<file path="config.mk">
export PLATFORM = sky130hd
export DESIGN_NAME = alpha_blend_pixel_pack_core
export DESIGN_NICKNAME = d
export VERILOG_FILES = /design/src/hw/rtl/abpp_pkg.sv /design/src/hw/rtl/alpha_blend_pixel_pack_core.sv
export SDC_FILE = /design/constraint.sdc
export NUM_CORES = 1
export LEC_CHECK = 0
export ABC_AREA = 1
export ABC_CLOCK_PERIOD_IN_PS = 5520
export BUFFER_PORTS_ARGS = -buffer_cell sky130_fd_sc_hd__buf_2
export CAP_MARGIN = 20
export CORE_MARGIN = 2
export CORE_UTILIZATION = 61
export DETAILED_ROUTE_END_ITERATION = 8
export HOLD_SLACK_MARGIN = 0.08
export PLACE_DENSITY = 0.8
export SYNTH_ARGS = -nofsm -noshare
export SYNTH_HDL_FRONTEND = slang
export SYNTH_SLANG_ARGS = --single-unit
</file>
<file path="constraint.sdc">
create_clock -name clock -period 5.52 [get_ports clock]
set_clock_uncertainty 0.2 [all_clocks]
set_input_delay 0.828 -clock clock [delete_from_list [all_inputs] [get_ports clock]]
set_output_delay 0.828 -clock clock [all_outputs]
set_load 0.05 [all_outputs]
</file>
<file path="src/hw/rtl/abpp_pkg.sv">
// Shared constants and types for the alpha blend / pixel pack block.
// No dependencies; every other file refers to this package by scoped name.
`timescale 1ns / 1ps

package abpp_pkg;

   // image size limit for incoming coordinates
   localparam int unsigned IMAGE_DIM = 4096;

   // field widths
   localparam int unsigned POS_W    = 12;
   localparam int unsigned SCREEN_W = 13;
   localparam int unsigned CHAN_W   = 8;
   localparam int unsigned LAYER_W  = 8;
   localparam int unsigned SHIFT_W  = 5;
   localparam int unsigned COLOR_W  = 32;
   localparam int unsigned PROD_W   = 2 * CHAN_W;

   // color channels carried through the datapath (red, green, blue)
   localparam int unsigned CHAN_COUNT = 3;

   // checkerboard greys
   localparam logic [PROD_W-1:0] GREY_LIGHT = 16'd255;
   localparam logic [PROD_W-1:0] GREY_DARK  = 16'd191;

   // bit of the coordinate that selects the checkerboard square
   localparam int unsigned CHECK_BIT = 4;

   // configuration port
   localparam int unsigned CSR_ADDR_W = 5;
   localparam int unsigned CSR_DATA_W = 32;

   typedef enum logic [2:0] {
      REG_PIXEL_FORMAT = 3'd0,
      REG_RED_SHIFT    = 3'd1,
      REG_GREEN_SHIFT  = 3'd2,
      REG_BLUE_SHIFT   = 3'd3,
      REG_ORIGIN_X     = 3'd4,
      REG_ORIGIN_Y     = 3'd5,
      REG_DRAW_LAYER   = 3'd6
   } reg_index_type;

   // pixel_format codes
   localparam logic FMT_XRGB32 = 1'b0;
   localparam logic FMT_RGB565 = 1'b1;

   // register reset values
   localparam logic [SHIFT_W-1:0] RED_SHIFT_RST   = 5'd16;
   localparam logic [SHIFT_W-1:0] GREEN_SHIFT_RST = 5'd8;
   localparam logic [SHIFT_W-1:0] BLUE_SHIFT_RST  = 5'd0;

endpackage

</file>
<file path="src/hw/rtl/alpha_blend_pixel_pack_core.sv">
// Top level: five-stage blend-over-checkerboard and pixel pack pipeline
// with its APB-style register file. Depends on abpp_pkg.
`timescale 1ns / 1ps

//  channel   ports                         direction  transfer
//  request   start, busy, req_*            in         start && !busy
//  result    rsp_valid, rsp_*              out        rsp_valid, one cycle
//  config    psel, penable, pwrite, paddr  in/out     psel&&penable&&pwrite
//
// One pixel enters per clock; busy is low except during reset.
// rsp_valid rises once the result has passed the stages in order: register input
// and background term, multiply, add, divide by 255, pack.
// Reset clears the stage valid bits and restores the register defaults.
// The receiver cannot stall, so the pipeline advances on every clock.

module alpha_blend_pixel_pack_core (
   input  logic                                  clock,
   input  logic                                  reset,
   // request
   input  logic                                  start,
   output logic                                  busy,
   input  logic [abpp_pkg::POS_W-1:0]            req_pos_x,
   input  logic [abpp_pkg::POS_W-1:0]            req_pos_y,
   input  logic [abpp_pkg::CHAN_W-1:0]           req_red_in,
   input  logic [abpp_pkg::CHAN_W-1:0]           req_green_in,
   input  logic [abpp_pkg::CHAN_W-1:0]           req_blue_in,
   input  logic [abpp_pkg::CHAN_W-1:0]           req_alpha_in,
   // result
   output logic                                  rsp_valid,
   output logic [abpp_pkg::SCREEN_W-1:0]         rsp_screen_x,
   output logic [abpp_pkg::SCREEN_W-1:0]         rsp_screen_y,
   output logic [abpp_pkg::LAYER_W-1:0]          rsp_pixel_layer,
   output logic [abpp_pkg::COLOR_W-1:0]          rsp_packed_color,
   // configuration
   input  logic                                  psel,
   input  logic                                  penable,
   input  logic                                  pwrite,
   input  logic [abpp_pkg::CSR_ADDR_W-1:0]       paddr,
   input  logic [abpp_pkg::CSR_DATA_W-1:0]       pwdata,
   output logic [abpp_pkg::CSR_DATA_W-1:0]       prdata,
   output logic                                  pready
);

   // ------------------------------------------------------------------
   // register file
   // ------------------------------------------------------------------
   logic                               fmt_ff;
   logic [abpp_pkg::SHIFT_W-1:0]       red_shift_ff;
   logic [abpp_pkg::SHIFT_W-1:0]       green_shift_ff;
   logic [abpp_pkg::SHIFT_W-1:0]       blue_shift_ff;
   logic [abpp_pkg::POS_W-1:0]         origin_x_ff;
   logic [abpp_pkg::POS_W-1:0]         origin_y_ff;
   logic [abpp_pkg::LAYER_W-1:0]       layer_ff;
   logic                               csr_write;
   abpp_pkg::reg_index_type            csr_index;

   assign pready    = 1'b1;
   assign csr_write = psel && penable && pwrite && pready;
   assign csr_index = abpp_pkg::reg_index_type'(paddr[abpp_pkg::CSR_ADDR_W-1:2]);

   // update one register per write transfer, ignore unknown indexes
   always_ff @(posedge clock) begin
      if (reset) begin
         fmt_ff         <= abpp_pkg::FMT_XRGB32;
         red_shift_ff   <= abpp_pkg::RED_SHIFT_RST;
         green_shift_ff <= abpp_pkg::GREEN_SHIFT_RST;
         blue_shift_ff  <= abpp_pkg::BLUE_SHIFT_RST;
         origin_x_ff    <= '0;
         origin_y_ff    <= '0;
         layer_ff       <= '0;
      end else if (csr_write) begin
         unique case (csr_index)
            abpp_pkg::REG_PIXEL_FORMAT: fmt_ff         <= pwdata[0];
            abpp_pkg::REG_RED_SHIFT:    red_shift_ff   <= pwdata[abpp_pkg::SHIFT_W-1:0];
            abpp_pkg::REG_GREEN_SHIFT:  green_shift_ff <= pwdata[abpp_pkg::SHIFT_W-1:0];
            abpp_pkg::REG_BLUE_SHIFT:   blue_shift_ff  <= pwdata[abpp_pkg::SHIFT_W-1:0];
            abpp_pkg::REG_ORIGIN_X:     origin_x_ff    <= pwdata[abpp_pkg::POS_W-1:0];
            abpp_pkg::REG_ORIGIN_Y:     origin_y_ff    <= pwdata[abpp_pkg::POS_W-1:0];
            abpp_pkg::REG_DRAW_LAYER:   layer_ff       <= pwdata[abpp_pkg::LAYER_W-1:0];
            default: ;
         endcase
      end
   end

   // read back the addressed register
   always_comb begin
      prdata = '0;
      unique case (csr_index)
         abpp_pkg::REG_PIXEL_FORMAT: prdata = abpp_pkg::CSR_DATA_W'(fmt_ff);
         abpp_pkg::REG_RED_SHIFT:    prdata = abpp_pkg::CSR_DATA_W'(red_shift_ff);
         abpp_pkg::REG_GREEN_SHIFT:  prdata = abpp_pkg::CSR_DATA_W'(green_shift_ff);
         abpp_pkg::REG_BLUE_SHIFT:   prdata = abpp_pkg::CSR_DATA_W'(blue_shift_ff);
         abpp_pkg::REG_ORIGIN_X:     prdata = abpp_pkg::CSR_DATA_W'(origin_x_ff);
         abpp_pkg::REG_ORIGIN_Y:     prdata = abpp_pkg::CSR_DATA_W'(origin_y_ff);
         abpp_pkg::REG_DRAW_LAYER:   prdata = abpp_pkg::CSR_DATA_W'(layer_ff);
         default:                    prdata = '0;
      endcase
   end

   // ------------------------------------------------------------------
   // stage 1: qualify the transfer, place it, form the background term
   // ------------------------------------------------------------------
   logic                                                  accept;
   logic                                                  in_image;
   logic                                                  light_sq;
   logic [abpp_pkg::CHAN_W-1:0]                           inv_alpha;
   logic [abpp_pkg::PROD_W-1:0]                           grey;
   logic [abpp_pkg::CHAN_COUNT-1:0][abpp_pkg::CHAN_W-1:0] chan_in;

   logic                                                  s1_valid_ff, s1_valid_in;
   logic [abpp_pkg::CHAN_W-1:0]                           s1_alpha_ff;
   logic [abpp_pkg::CHAN_COUNT-1:0][abpp_pkg::CHAN_W-1:0] s1_chan_ff;
   logic [abpp_pkg::PROD_W-1:0]                           s1_bg_ff, s1_bg_in;
   logic [abpp_pkg::SCREEN_W-1:0]                         s1_sx_ff, s1_sx_in;
   logic [abpp_pkg::SCREEN_W-1:0]                         s1_sy_ff, s1_sy_in;

   assign busy   = reset;
   assign accept = start && !busy;

   assign chan_in = {req_blue_in, req_green_in, req_red_in};

   always_comb begin
      in_image    = (32'(req_pos_x) < 32'(abpp_pkg::IMAGE_DIM))
                 && (32'(req_pos_y) < 32'(abpp_pkg::IMAGE_DIM));
      s1_valid_in = accept && (req_alpha_in != '0) && in_image;
      light_sq    = req_pos_x[abpp_pkg::CHECK_BIT] == req_pos_y[abpp_pkg::CHECK_BIT];
      grey        = light_sq ? abpp_pkg::GREY_LIGHT : abpp_pkg::GREY_DARK;
      inv_alpha   = ~req_alpha_in;
      s1_bg_in    = abpp_pkg::PROD_W'(abpp_pkg::PROD_W'(inv_alpha) * grey);
      s1_sx_in    = abpp_pkg::SCREEN_W'(origin_x_ff) + abpp_pkg::SCREEN_W'(req_pos_x);
      s1_sy_in    = abpp_pkg::SCREEN_W'(origin_y_ff) + abpp_pkg::SCREEN_W'(req_pos_y);
   end

   // ------------------------------------------------------------------
   // stage 2: alpha times channel
   // ------------------------------------------------------------------
   logic                                                  s2_valid_ff;
   logic [abpp_pkg::CHAN_COUNT-1:0][abpp_pkg::PROD_W-1:0] s2_prod_ff, s2_prod_in;
   logic [abpp_pkg::PROD_W-1:0]                           s2_bg_ff;
   logic [abpp_pkg::SCREEN_W-1:0]                         s2_sx_ff, s2_sy_ff;

   always_comb begin
      for (int i = 0; i < abpp_pkg::CHAN_COUNT; i++) begin
         s2_prod_in[i] = abpp_pkg::PROD_W'(s1_alpha_ff) * abpp_pkg::PROD_W'(s1_chan_ff[i]);
      end
   end

   // ------------------------------------------------------------------
   // stage 3: add background term (at most 255*255, fits 16 bits)
   // ------------------------------------------------------------------
   logic                                                  s3_valid_ff;
   logic [abpp_pkg::CHAN_COUNT-1:0][abpp_pkg::PROD_W-1:0] s3_sum_ff, s3_sum_in;
   logic [abpp_pkg::SCREEN_W-1:0]                         s3_sx_ff, s3_sy_ff;

   always_comb begin
      for (int i = 0; i < abpp_pkg::CHAN_COUNT; i++) begin
         s3_sum_in[i] = s2_prod_ff[i] + s2_bg_ff;
      end
   end

   // ------------------------------------------------------------------
   // stage 4: divide by 255 as (v + (v >> 8) + 1) >> 8, exact for v up to
   // 65534; the sums never exceed 65025
   // ------------------------------------------------------------------
   logic                                                  s4_valid_ff;
   logic [abpp_pkg::CHAN_COUNT-1:0][abpp_pkg::CHAN_W-1:0] s4_chan_ff, s4_chan_in;
   logic [abpp_pkg::CHAN_COUNT-1:0][abpp_pkg::PROD_W:0]   quot_sum;
   logic [abpp_pkg::SCREEN_W-1:0]                         s4_sx_ff, s4_sy_ff;

   always_comb begin
      for (int i = 0; i < abpp_pkg::CHAN_COUNT; i++) begin
         quot_sum[i]   = (abpp_pkg::PROD_W+1)'(s3_sum_ff[i])
                       + (abpp_pkg::PROD_W+1)'(s3_sum_ff[i][abpp_pkg::PROD_W-1:abpp_pkg::CHAN_W])
                       + (abpp_pkg::PROD_W+1)'(1);
         s4_chan_in[i] = quot_sum[i][abpp_pkg::PROD_W-1:abpp_pkg::CHAN_W];
      end
   end

   // ------------------------------------------------------------------
   // stage 5: pack the colour into the output register
   // ------------------------------------------------------------------
   logic                                       out_valid_ff;
   logic [abpp_pkg::COLOR_W-1:0]               out_color_ff, out_color_in;
   logic [abpp_pkg::SCREEN_W-1:0]              out_sx_ff, out_sy_ff;
   logic [abpp_pkg::LAYER_W-1:0]               out_layer_ff;
   logic [abpp_pkg::CHAN_W-1:0]                pk_r, pk_g, pk_b;

   always_comb begin
      pk_r = s4_chan_ff[0];
      pk_g = s4_chan_ff[1];
      pk_b = s4_chan_ff[2];
      if (fmt_ff == abpp_pkg::FMT_RGB565) begin
         out_color_in = abpp_pkg::COLOR_W'({pk_r[7:3], pk_g[7:2], pk_b[7:3]});
      end else begin
         // drop bits shifted past the top; overlapping channels OR together
         out_color_in = (abpp_pkg::COLOR_W'(pk_r) << red_shift_ff)
                      | (abpp_pkg::COLOR_W'(pk_g) << green_shift_ff)
                      | (abpp_pkg::COLOR_W'(pk_b) << blue_shift_ff);
      end
   end

   // advance the valid bits every clock
   always_ff @(posedge clock) begin
      if (reset) begin
         s1_valid_ff  <= 1'b0;
         s2_valid_ff  <= 1'b0;
         s3_valid_ff  <= 1'b0;
         s4_valid_ff  <= 1'b0;
         out_valid_ff <= 1'b0;
      end else begin
         s1_valid_ff  <= s1_valid_in;
         s2_valid_ff  <= s1_valid_ff;
         s3_valid_ff  <= s2_valid_ff;
         s4_valid_ff  <= s3_valid_ff;
         out_valid_ff <= s4_valid_ff;
      end
   end

   // advance the payload alongside
   always_ff @(posedge clock) begin
      s1_alpha_ff  <= req_alpha_in;
      s1_chan_ff   <= chan_in;
      s1_bg_ff     <= s1_bg_in;
      s1_sx_ff     <= s1_sx_in;
      s1_sy_ff     <= s1_sy_in;

      s2_prod_ff   <= s2_prod_in;
      s2_bg_ff     <= s1_bg_ff;
      s2_sx_ff     <= s1_sx_ff;
      s2_sy_ff     <= s1_sy_ff;

      s3_sum_ff    <= s3_sum_in;
      s3_sx_ff     <= s2_sx_ff;
      s3_sy_ff     <= s2_sy_ff;

      s4_chan_ff   <= s4_chan_in;
      s4_sx_ff     <= s3_sx_ff;
      s4_sy_ff     <= s3_sy_ff;

      out_color_ff <= out_color_in;
      out_sx_ff    <= s4_sx_ff;
      out_sy_ff    <= s4_sy_ff;
      out_layer_ff <= layer_ff;
   end

   assign rsp_valid        = out_valid_ff;
   assign rsp_screen_x     = out_sx_ff;
   assign rsp_screen_y     = out_sy_ff;
   assign rsp_pixel_layer  = out_layer_ff;
   assign rsp_packed_color = out_color_ff;

endmodule

</file>
# After elaboration in Yosys (flattened, before gate mapping)
# Cells that the tools add are included.
[totals]
regBits = 407
inputBits = 99
output_inout_bits = 101
elab_cells = 85
[classes]
addsub = 11
n_mul = 4
n_eq_ne = 7
n_shift = 3
n_mux = 3
n_bitwise = 3
n_reduce_logical = 14
[ops]
columns = ["op", "n"]
rows = [
  ["<< shifter 8 x 5 -> 32 bit", 3],
  ["one-hot mux 12 bit (7 select lines)", 1],
  ["multiplier 8 x 8 -> 16 bit", 4],
  ["bitwise OR 32 bit", 2],
  ["adder 16 x 1 -> 16 bit (second input constant)", 3],
  ["adder 16 bit", 3],
  ["adder 16 x 8 -> 16 bit", 3],
  ["adder 12 x 12 -> 13 bit", 2],
  ["two-way mux 16 bit", 1],
  ["AND reduction 2 bit", 7],
  ["== test 3 bit (second input constant)", 3],
  ["inverter 8 bit", 1],
  ["nonzero test 8 bit", 1],
  ["two-way mux 7 bit", 1],
  ["== test 3 x 2 -> 1 bit (second input constant)", 2],
  ["logical AND 1 bit", 4],
  ["== test 3 x 1 -> 1 bit (second input constant)", 1],
  ["logical NOT 3 bit", 1],
  ["== test 1 bit", 1],
  ["logical NOT 1 bit", 1],
]

# Logic depth before layout (Yosys ltp)
[depth]
depth_word = 4
mapped_depth = 20
mapped_depth_nobuf = 20

# Worst setup path after synthesis
# Ideal clock, no wire load.
[synth_path]
kind = "input to register"
startpoint = "in req_pos_x[4] in the netlist's numbering"
endpoint = "reg s1_bg_ff[12] in the netlist's numbering"
setup_time_ns = 0.121
t_arrival_ns = 4.197
required_ns = 5.199
slack_ns = 1.002
cell_stages = 18
path_buffers = 0
cell_sequence = "inv_1 > or2_2 > nand2_1 > nor2_1 > fa_1 > inv_1 > fa_1 > inv_1 > fa_1 > inv_1 > fa_1 > inv_1 > ha_1 > a21oi_1 > o21ai_0 > nand2_1 > nand4_1 > xor2_1"
[synth_between]
elab_chain_len = 3
[synth_lines]
columns = ["item", "line", "text"]
rows = [
  ["from (decl)", "alpha_blend_pixel_pack_core.sv:22", "input logic [abpp_pkg::POS_W-1:0] req_pos_x,"],
  ["== test 1 bit", "alpha_blend_pixel_pack_core.sv:126", "light_sq = req_pos_x[abpp_pkg::CHECK_BIT] == req_pos_y[abpp_pkg::CHECK_BIT];"],
  ["two-way mux 7 bit", "alpha_blend_pixel_pack_core.sv:127", "grey = light_sq ? abpp_pkg::GREY_LIGHT : abpp_pkg::GREY_DARK;"],
  ["multiplier 8 x 8 -> 16 bit", "alpha_blend_pixel_pack_core.sv:129", "s1_bg_in = abpp_pkg::PROD_W'(abpp_pkg::PROD_W'(inv_alpha) * grey);"],
  ["via s1_bg_in (one bit)", "alpha_blend_pixel_pack_core.sv:113", "logic [abpp_pkg::PROD_W-1:0] s1_bg_ff, s1_bg_in;"],
  ["to (signal assigned)", "alpha_blend_pixel_pack_core.sv:223", "s1_bg_ff <= s1_bg_in;"],
  ["to (decl)", "alpha_blend_pixel_pack_core.sv:113", ""],
]
# The timed path passes the listed nets, and every way through them passes these cells.
# A chain may end at the register's enable or synchronous reset.

==> results.sh <==
export IMPL_status="completed"
export IMPL_synthArstFlopShare=0
export IMPL_holdPathStages=0
export IMPL_crit_type="flop to flop"
export IMPL_placedInstanceArea_mm2=0.0258
export IMPL_cts_buffer_depth=3
export IMPL_r2r_start="s1_alpha_ff[2]"
export IMPL_p_leak_nw=14.8
export IMPL_grt_ovfl_total=0
export IMPL_post_place_ws_ns=0.331
export IMPL_synth_top_area_share=0.328
export IMPL_tns_ns=0
export IMPL_ir_drop_uv=307
export IMPL_design_core_area_mm2=0.0400
export IMPL_netlist_area_mm2=0.0248
export IMPL_fp_dieArea_mm2=0.0423
export IMPL_cp_top_family="adder cells"
export IMPL_min_to="s2_sx_ff[3]"
export IMPL_hold_violations=0
export IMPL_required_ns=5.76
export IMPL_grt_max_degree=50
export IMPL_setup_viol=0
export IMPL_place_inst=3753
export IMPL_drt_total_wl_um=64200
export IMPL_area_growth_pct=10.3
export IMPL_pin_count=200
export IMPL_synth_area_top_cells="dfxtp_1, fa_1, ha_1, nand2_1, inv_1"
export IMPL_numCtsBuffers=44
export IMPL_powerDensity_mw_per_mm2=522
export IMPL_hpwl_um=50100
export IMPL_rsz0062_at_grt="false"
export IMPL_drt_iter0_markers=1730
export IMPL_setup_ws_ns=0.661
export IMPL_clk_pin_slew_worst_paths_ns=0.07
export IMPL_worst_slew_pin_slew_ns=1.16
export IMPL_grt_pass1_wl_um=104000
export IMPL_cts_setup_buffers=0
export IMPL_drv_cap=0
export IMPL_crit_arrival_ns=5.09
export IMPL_ys_seq_area_frac=0.328
export IMPL_cts_tree="yes"
export IMPL_stdcell_count=3835
export IMPL_cts_sinks=407
export IMPL_hold_class="flop to flop"
export IMPL_hp_start="s1_sx_ff[3]"
export IMPL_fmax_mhz=206
export IMPL_finalNetCount=3758
export IMPL_drtPass1Iterations=7
export IMPL_ys_warn_count=0
export IMPL_ys_seq_elements=407
export IMPL_ctsRootBufferMaster="clkbuf_16"
export IMPL_grtUsageTotal=0.310
export IMPL_dieHeight_um=206
export IMPL_r2r_slack_ns=0.66
export IMPL_avgViaCountPerCell=5.42
export IMPL_start_util=0.621
export IMPL_startpoint="s1_alpha_ff[2]"
export IMPL_max_stage_delay_ns=1.09
export IMPL_clk_latency_ns=0.60
export IMPL_final_antenna_net_count=0
export IMPL_timing_rr_end="s2_prod_ff[11]"
export IMPL_cp_common_cell="fa_1"
export IMPL_post_cts_resized=0
export IMPL_path_buf_inv=3
export IMPL_slew_violations=0
export IMPL_vias=20792
export IMPL_drive_gt1_frac=0.0834
export IMPL_die_w_um=206
export IMPL_port_buffers=156
export IMPL_start_kind="flop"
export IMPL_synth_cell_types=47
export IMPL_cp_max_fo=24
export IMPL_post_route_min_period_ns=4.86
export IMPL_grt_pass1_vias=20618
export IMPL_cp_slowest_cell="dfxtp_1"
export IMPL_diodes=0
export IMPL_synthFlopType="dfxtp_1"
export IMPL_antenna_found_initial=0
export IMPL_yosys_area_top_type="dfxtp_1"
export IMPL_slew_headroom=0.226
export IMPL_r2r_cells=13
export IMPL_cts_hold_buf=0
export IMPL_synth_edf_count=0
export IMPL_synth_cells=3161
export IMPL_drc=0
export IMPL_htreeDepth=2
export IMPL_row_count=73
export IMPL_path_cells="nand2_1 > fa_1 > inv_1 > fa_1 > fa_1 > inv_1 > fa_1 > inv_1 > ha_1 > a21oi_1 > a21boi_1 > o21ai_0 > xor2_1"
export IMPL_avgSynthCellArea_um2=7.86
export IMPL_hold_ws_ns=0.122
export IMPL_final_cell_area_mm2=0.0274
export IMPL_place_congestion=0.951
export IMPL_wl_per_cell_um=16.7
export IMPL_fin_crit_sh=0.880
export IMPL_crit_path_end_kind="flop"
==> through the flow <==
step | power (mW) | util
after floorplan | 9.45 | -
after global placement | 11.1 | 0.646
after detailed placement | 11.2 | 0.646
after CTS | 14.3 | 0.684
after global routing | 15.5 | 0.685
final | 14.3 | 0.685
==> where the power goes <==
group / total [mW] / switching (mW) / internal [mW]
logic: 6.92 / 4.39 / 2.54
clock network: 3.06 / 1.32 / 1.74
registers: 4.33 / 0.599 / 3.73
total: 14.3 / 6.31 / 8.01
==> worst max-delay path by stage <==
stage | endpoint | cells past startpoint
after CTS | s2_prod_ff[11] | 14
after floorplan | s1_bg_ff[12] | 18
after global routing | s2_prod_ff[45] | 14
final | s2_prod_ff[11] | 13
after detailed placement | s1_bg_ff[12] | 19
after global placement | s1_bg_ff[12] | 19
==> placed cells by master (no fill, tap or decap), drive strengths merged, types with 5 or more instances in the layout <==
master / count
nand4: 44
conb: 21
clkinv: 14
o21ai: 120
xnor2: 38
clkinvlp: 8
inv: 502
nand3: 284
clkbuf: 50
nand3b: 13
nor2: 265
a31oi: 7
nand2: 687
buf: 168
dfxtp: 407
fa: 150
ha: 234
a21oi: 145
o21a: 9
a21o: 16
o2111ai: 5
nor3: 14
xor2: 77
==> state kept, by name, indices dropped and copies added, names as in the netlist, 12 cells and up <==
signal,cells
s1_chan_ff,24
s3_sum_ff,48
s2_bg_ff,16
s3_sx_ff,13
s3_sy_ff,13
s1_sx_ff,13
rsp_screen_y,13
origin_y_ff,12
rsp_packed_color,32
s2_sx_ff,13
s2_sy_ff,13
origin_x_ff,12
rsp_screen_x,13
s1_bg_ff,16
s4_sx_ff,13
s2_prod_ff,48
s4_sy_ff,13
s1_sy_ff,13
==> routing by layer <==
metal  global-route usage  share of wire  vias up
met4                0.126          0.037        0
met3               0.0353          0.060      149
met5                    0              0        -
met1                0.390           0.42     9704
li1                     -              -    10191
met2                0.543           0.49      748
==> cells in the mapped netlist, drive strengths merged (5+ instances only) <==
library cell    n
o2111ai         5
ha            234
xnor2          38
a31oi           7
inv           496
nor2          265
o21a            9
a21oi         145
dfxtp         407
nand4          44
fa            150
buf            59
xor2           77
nand3b         13
nor3           14
o21ai         120
nand3         284
clkbuf         60
a21o           16
nand2         687
==> cells by family (layout without fill, tap and decap cells) <==
kind of cell | count (synthesis) | after routing | synth area share
AO/OA/AOI/OAI | 324 | 324 | 0.0715
XOR/XNOR | 115 | 115 | 0.0406
adder cells (fa/ha/maj) | 384 | 384 | 0.239
buffers and inverters | 616 | 746 | 0.0994
flip-flops | 407 | 407 | 0.328
other | 2 | 21 | 0.000302
AND/OR/NAND/NOR | 1313 | 1313 | 0.221
==> cell type report <==
class                           count  area, um2
Fill cell                        3273      12600
Inverter                          497       1870
Clock inverter                     31        398
Tap cell                          525        657
Clock buffer                       50       1150
Sequential cell                   407       8150
Multi-Input combinational cell   2157      14300
Timing Repair Buffer              168        891
Power figures use the tool's default switching activity.
